**src/rtl/iss_pkg.sv**
```systemverilog
`timescale 1ns / 1ps

package iss_pkg;

    localparam int MAX_ELEMENTS  = 256;
    localparam int INDEX_ENTRIES = 3;

    localparam int VAL_W   = 32;
    localparam int ADDR_W  = $clog2(MAX_ELEMENTS);
    localparam int CNT_W   = $clog2(MAX_ELEMENTS + 1);
    localparam int SLOT_W  = $clog2(INDEX_ENTRIES);
    localparam int SLOTC_W = $clog2(INDEX_ENTRIES + 1);
    localparam int STAT_W  = 2;
    localparam int POS_W   = 8;
    localparam int PRB_W   = 9;

    localparam logic ACT_LOAD   = 1'b0;
    localparam logic ACT_SEARCH = 1'b1;

    localparam logic [STAT_W-1:0] ST_FOUND = 2'd0;
    localparam logic [STAT_W-1:0] ST_MISS  = 2'd1;
    localparam logic [STAT_W-1:0] ST_RANGE = 2'd2;

    typedef struct packed {
        logic                    action;
        logic signed [VAL_W-1:0] value;
        logic                    last;
    } t_in;

    typedef struct packed {
        logic [STAT_W-1:0] status;
        logic [POS_W-1:0]  position;
        logic [PRB_W-1:0]  probes;
    } t_res;

    typedef struct packed {
        logic load;
        logic key_cap;
        logic build_wr;
        logic sel;
        logic scan;
    } t_cmd;

    typedef struct packed {
        logic build_more;
        logic oor;
        logic scan_stop;
    } t_stat;

endpackage

```
**src/rtl/iss_ctrl.sv**
```systemverilog
`timescale 1ns / 1ps

module iss_ctrl (
    input  logic           i_clk,
    input  logic           i_rst_n,
    input  logic           i_start,
    input  logic           i_action,
    input  logic           i_last,
    input  iss_pkg::t_stat i_stat,
    output iss_pkg::t_cmd  o_cmd,
    output logic           o_busy,
    output logic           o_done
);
    import iss_pkg::*;

    typedef enum logic [2:0] {
        S_IDLE,
        S_BRD,
        S_BWR,
        S_SEL,
        S_SCAN
    } t_state;

    t_state r_state;
    logic   r_done;

    always_comb begin
        o_cmd = '0;
        unique case (r_state)
            S_IDLE: begin
                if (i_start) begin
                    if (i_action == ACT_LOAD) begin
                        o_cmd.load = 1'b1;
                    end else begin
                        o_cmd.key_cap = 1'b1;
                    end
                end
            end
            S_BRD:  o_cmd = '0;
            S_BWR:  o_cmd.build_wr = 1'b1;
            S_SEL:  o_cmd.sel = 1'b1;
            S_SCAN: o_cmd.scan = 1'b1;
            default: o_cmd = '0;
        endcase
    end

    assign o_busy = (r_state != S_IDLE);
    assign o_done = r_done;

    always_ff @(posedge i_clk) begin
        if (!i_rst_n) begin
            r_state <= S_IDLE;
            r_done  <= 1'b0;
        end else begin
            r_done <= 1'b0;
            unique case (r_state)
                S_IDLE: begin
                    if (i_start) begin
                        if (i_action == ACT_SEARCH) begin
                            r_state <= S_SEL;
                        end else if (i_last) begin
                            r_state <= S_BRD;
                        end
                    end
                end
                S_BRD: begin
                    r_state <= i_stat.build_more ? S_BWR : S_IDLE;
                end
                S_BWR: begin
                    r_state <= S_BRD;
                end
                S_SEL: begin
                    if (i_stat.oor) begin
                        r_state <= S_IDLE;
                        r_done  <= 1'b1;
                    end else begin
                        r_state <= S_SCAN;
                    end
                end
                S_SCAN: begin
                    if (i_stat.scan_stop) begin
                        r_state <= S_IDLE;
                        r_done  <= 1'b1;
                    end
                end
                default: r_state <= S_IDLE;
            endcase
        end
    end

endmodule

```
**config.mk**
```make
export PLATFORM = sky130hd
export DESIGN_NAME = iss_ctrl
export DESIGN_NICKNAME = d
export VERILOG_FILES = /design/src/rtl/iss_pkg.sv /design/src/rtl/iss_ctrl.sv
export SDC_FILE = /design/constraint.sdc
export NUM_CORES = 1
export LEC_CHECK = 0
export BUFFER_PORTS_ARGS = -buffer_cell sky130_fd_sc_hd__buf_2
export CORE_AREA = 2 2 39 41
export CTS_CLUSTER_DIAMETER = 60
export DETAILED_ROUTE_END_ITERATION = 7
export DIE_AREA = 0 0 41 43
export GPL_ROUTABILITY_DRIVEN = 0
export PLACE_DENSITY = 0.48
export SYNTH_ARGS = -nofsm -noshare
export SYNTH_HDL_FRONTEND = slang
export SYNTH_SLANG_ARGS = --single-unit
```
**constraint.sdc**
```tcl
create_clock -name i_clk -period 1.7 [get_ports i_clk]
set_input_delay 0.085 -clock i_clk [delete_from_list [all_inputs] [get_ports i_clk]]
set_output_delay 0.085 -clock i_clk [all_outputs]
set_load 0.03 [all_outputs]
```
# [Yosys cells after proc, flatten, opt, wreduce, memory -nomap -nowiden]
# Cells that the tools add are included.
[word_totals] ramBits=0 elab_cells=29 n_memories=0 regBits=4 inputBits=8 latch_bits=0 romBits=0
[op_classes] reduce_logical=3 div=0 magnitude_cmp=0 n_eq_ne=7 multipliers=0 n_mux=17 bitwise_logic=0 n_shift=0 n_addsub=0
[ops] op="$mux W3" count=5
[ops] op="$pmux W3 S5" count=1
[ops] op="$mux W1" count=7
[ops] op="$eq A3 B2 Y1 const B" count=2
[ops] op="$mux W2" count=3
[ops] op="$ne A2 B2 Y1 const B" count=2
[ops] op="$eq A3 B1 Y1 const B" count=1
[ops] op="$eq A3 B3 Y1 const B" count=1
[ops] op="$logic_not A3 Y1" count=1
[ops] op="$ne A3 B3 Y1 const B" count=1
[ops] op="$reduce_and A3 Y1" count=1
[ops] op="$reduce_bool A3 Y1" count=1
[ops] op="$pmux W1 S2" count=1

# [Logic depth before layout (Yosys ltp)]
[depth] depth_word=4 depth_mapped=2 depth_no_buf=2

# [Worst setup path after synthesis]
# No wires, ideal clock.
[synth_path] path_type="register to output" start="register r_state[0]" end="output o_cmd[4] in the netlist's numbering" path_stages_with_launch=3 arrival_time_ns=1.550 slack_ns=0.065 cell_sequence="dfxtp_1 > or3_4 > nor3b_1"
[synth_rtl] element="start: declaration" line_no="iss_ctrl.sv:24" text="t_state r_state;"
[synth_rtl] element="start signal: assignment" line_no="iss_ctrl.sv:67" text="r_state <= i_stat.build_more ? S_BWR : S_IDLE;"
[synth_rtl] element="end: declaration" line_no="iss_ctrl.sv:10" text="output iss_pkg::t_cmd o_cmd,"

==> impl_metrics.env <==
export IMPL_run_status="complete, no violations"
export IMPL_dpl_worst_slack_ns=0.474
export IMPL_cp_end_kind="output pin"
export IMPL_setup_slack_ns=0.230
export IMPL_use_met3_pct=3.66
export IMPL_hpwl_microns=405
export IMPL_grt_total_usage_pct=6.33
export IMPL_fin_crit_ns=1.47
export IMPL_yosys_register_bits=4
export IMPL_hold_class="in2reg"
export IMPL_finalCritPeriodShare_pct=86.5
export IMPL_worstPathArrival_ns=1.39
export IMPL_crit_path_max_fanout=7
export IMPL_drv_cap=0
export IMPL_rsz0062_at_grt="false"
export IMPL_p_leak_nw=0.170
export IMPL_fmax_ghz=0.680
export IMPL_cpMaxStageDelayCell="or3_4"
export IMPL_nFillCells=166
export IMPL_use_met1_pct=5.47
export IMPL_combinationalPowerShare_pct=20.3
export IMPL_vias=233
export IMPL_tns_ns=0
export IMPL_p_clk_share_pct=42.2
export IMPL_final_core_util_pct=23.7
export IMPL_grt_max_degree=8
export IMPL_totalWireLength_microns=510
export IMPL_cp_required_ns=1.62
export IMPL_avgRoutedWirePerCell_microns=8.79
export IMPL_area_growth_synth_to_final_pct=52.3
export IMPL_p_int_mw=0.199
export IMPL_core_sq_mm=0.00138
export IMPL_synth_area_sq_um=215
export IMPL_netSwitchingFraction_pct=27.5
export IMPL_nNetsFinal=52
export IMPL_r2r_start="r_state[2]$_SDFFE_PN0P_"
export IMPL_clockRootBuffer="clkbuf_4"
export IMPL_cts_setup_buffers=0
export IMPL_final_seq_area_sq_um=80.1
export IMPL_synth_warnings=0
export IMPL_grt_pass1_vias=205
export IMPL_power_switching_mw=0.0755
export IMPL_h_tree_depth=1
export IMPL_drt_antenna_violating_nets=0
export IMPL_power_frac_seq_pct=37.5
export IMPL_grt_overflow_total=0
export IMPL_powerDensity_mw_per_mm2=838
export IMPL_portBuffers=14
export IMPL_cp_start_kind="flip-flop"
export IMPL_rows=14
export IMPL_clk_latency_ns=0.23
export IMPL_cts_resized=0
export IMPL_cts_made_buffers=3
export IMPL_hold_viol_final=0
export IMPL_dr_first_iter_drc_count=0
export IMPL_cts_tree="built"
export IMPL_cts_sinks=4
export IMPL_path_class="reg2out"
export IMPL_clockBufferDepth=2
export IMPL_synthesis_nets=33
export IMPL_dieArea_sq_mm=0.00176
export IMPL_grtUsageMet2_pct=8.44
export IMPL_grt_pass1_wl_microns=683
export IMPL_antenna_found_initial=0
export IMPL_boundaryPins=15
export IMPL_skew_ns=0.000109
export IMPL_setup_violations_final=0
export IMPL_max_stage_delay_ns=0.41
export IMPL_synthCells=25
export IMPL_cts_hold_buf=0
export IMPL_gr_max_usage_layer="met2"
export IMPL_viasPerCell=4.02
export IMPL_path_cells="or3_4, nor3b_1, buf_2"
export IMPL_num_antenna_cells=0
export IMPL_synth_distinct_cells=14
export IMPL_worst_pin_slew_ns=0.322
export IMPL_peakVddDrop_uv=181
export IMPL_first_pass_iters=1
export IMPL_initial_utilization_pct=15.6
export IMPL_die_h_microns=43
export IMPL_multi_input_area_sq_um=120
export IMPL_relSlewSlack_pct=78.0
export IMPL_finalMaxSlewViolations=0
export IMPL_worstSetupStartpoint="r_state[0]$_SDFFE_PN0P_"
export IMPL_postSynthAreaPerCell_sq_um=8.61
export IMPL_drc=0
export IMPL_worstHoldStart="i_stat[0]"
export IMPL_final_layout_size_suffix_gt1_share_pct=47.6
export IMPL_dieWidth_microns=41
export IMPL_clk_pin_slew_ns=0.04
export IMPL_seq_area_frac_synth_pct=37.2
==> critical path, delay by kind of cell (launching register included) <==
family | cells | cell delay, ns
flops | 1 | 0.35
buf+inv | 1 | 0.22
simple gates | 2 | 0.59
==> registers in the layout, summed over array words and instances (netlist names) <==
| signal | count |
|---|---|
| r_state | 3 |
| o_done | 1 |
==> synthesized netlist by cell type, drive strengths merged <==
cell type	number	area [sq um]
inv	4	15.0
dfxtp	4	80.1
nor3b	1	7.51
o32ai	1	16.3
o22ai	1	6.26
nand2	4	15.0
a2111oi	2	17.5
or3	1	11.3
nand3b	2	15.0
or3b	1	11.3
o21ai	1	5.00
nor3	1	5.00
nor2	1	3.75
nand2b	1	6.26
==> power by group through the flow <==
stage / sequential [mW] / clock [mW] / combinational, mW
2_1_floorplan: 0.104 / 0 / 0.0355
4_1_cts: 0.103 / 0.124 / 0.0560
3_5_place_dp: 0.105 / 0 / 0.0559
6_report: 0.103 / 0.116 / 0.0557
5_1_grt: 0.104 / 0.134 / 0.0614
3_3_place_gp: 0.104 / 0 / 0.0558
==> cell families after synthesis <==
family	Yosys count	synth area share [%]
buf+inv	4	6.97
flops	4	37.2
simple gates	12	34.9
compound gates	5	20.9
==> path summary, 6_finish.rpt <==
kind	depth (start not counted)	endpoint	slack [ns]
worst max register to register	2	r_state[2]$_SDFFE_PN0P_	0.62
worst max-delay path	3	o_cmd[4]	0.23
worst min register to register	1	r_state[0]$_SDFFE_PN0P_	0.51
worst min-delay path	2	r_state[2]$_SDFFE_PN0P_	0.09
==> cell type report <==
| class | count | area share, % |
|---|---|---|
| multi-input cells | 17 | 36.6 |
| flip-flops and latches | 4 | 24.4 |
| repair buffers | 14 | 21.4 |
| clock buffers | 3 | 6.87 |
| well taps | 16 | 6.11 |
| inverters | 4 | 4.58 |
==> placed cells by master, fill, tap and decap left out <==
cell	synthesis	final
or3b_4	1	1
inv_1	4	4
dfxtp_1	4	4
o21ai_0	1	1
o32ai_2	1	1
clkbuf_4	0	3
nor3_1	1	1
nand2b_1	1	1
a2111oi_0	2	2
nand2_1	4	4
or3_4	1	1
nor3b_1	1	1
nand3b_1	2	2
buf_2	0	14
o22ai_1	1	1
nor2_1	1	1
==> layer usage <==
| layer | vias to the layer above | routed length, microns |
|---|---|---|
| met3 | 0 | 55 |
| met1 | 99 | 214 |
| li1 | 124 | - |
| met5 | - | 0 |
| met4 | 0 | 0 |
| met2 | 10 | 240 |
==> per-stage QoR <==
stage | hold slack (ns) | total power [mW] | std cells | instance area [sq um]
floorplan | 0.202 | 0.139 | 25 | 215
global route | 0.0831 | 0.299 | 58 | 328
detailed placement | 0.329 | 0.161 | 55 | 305
CTS | 0.0816 | 0.283 | 58 | 328
finish | 0.0893 | 0.275 | 58 | 328
global placement | 0.325 | 0.160 | 55 | 305
Note: power is estimated with default switching activity, not from simulation.
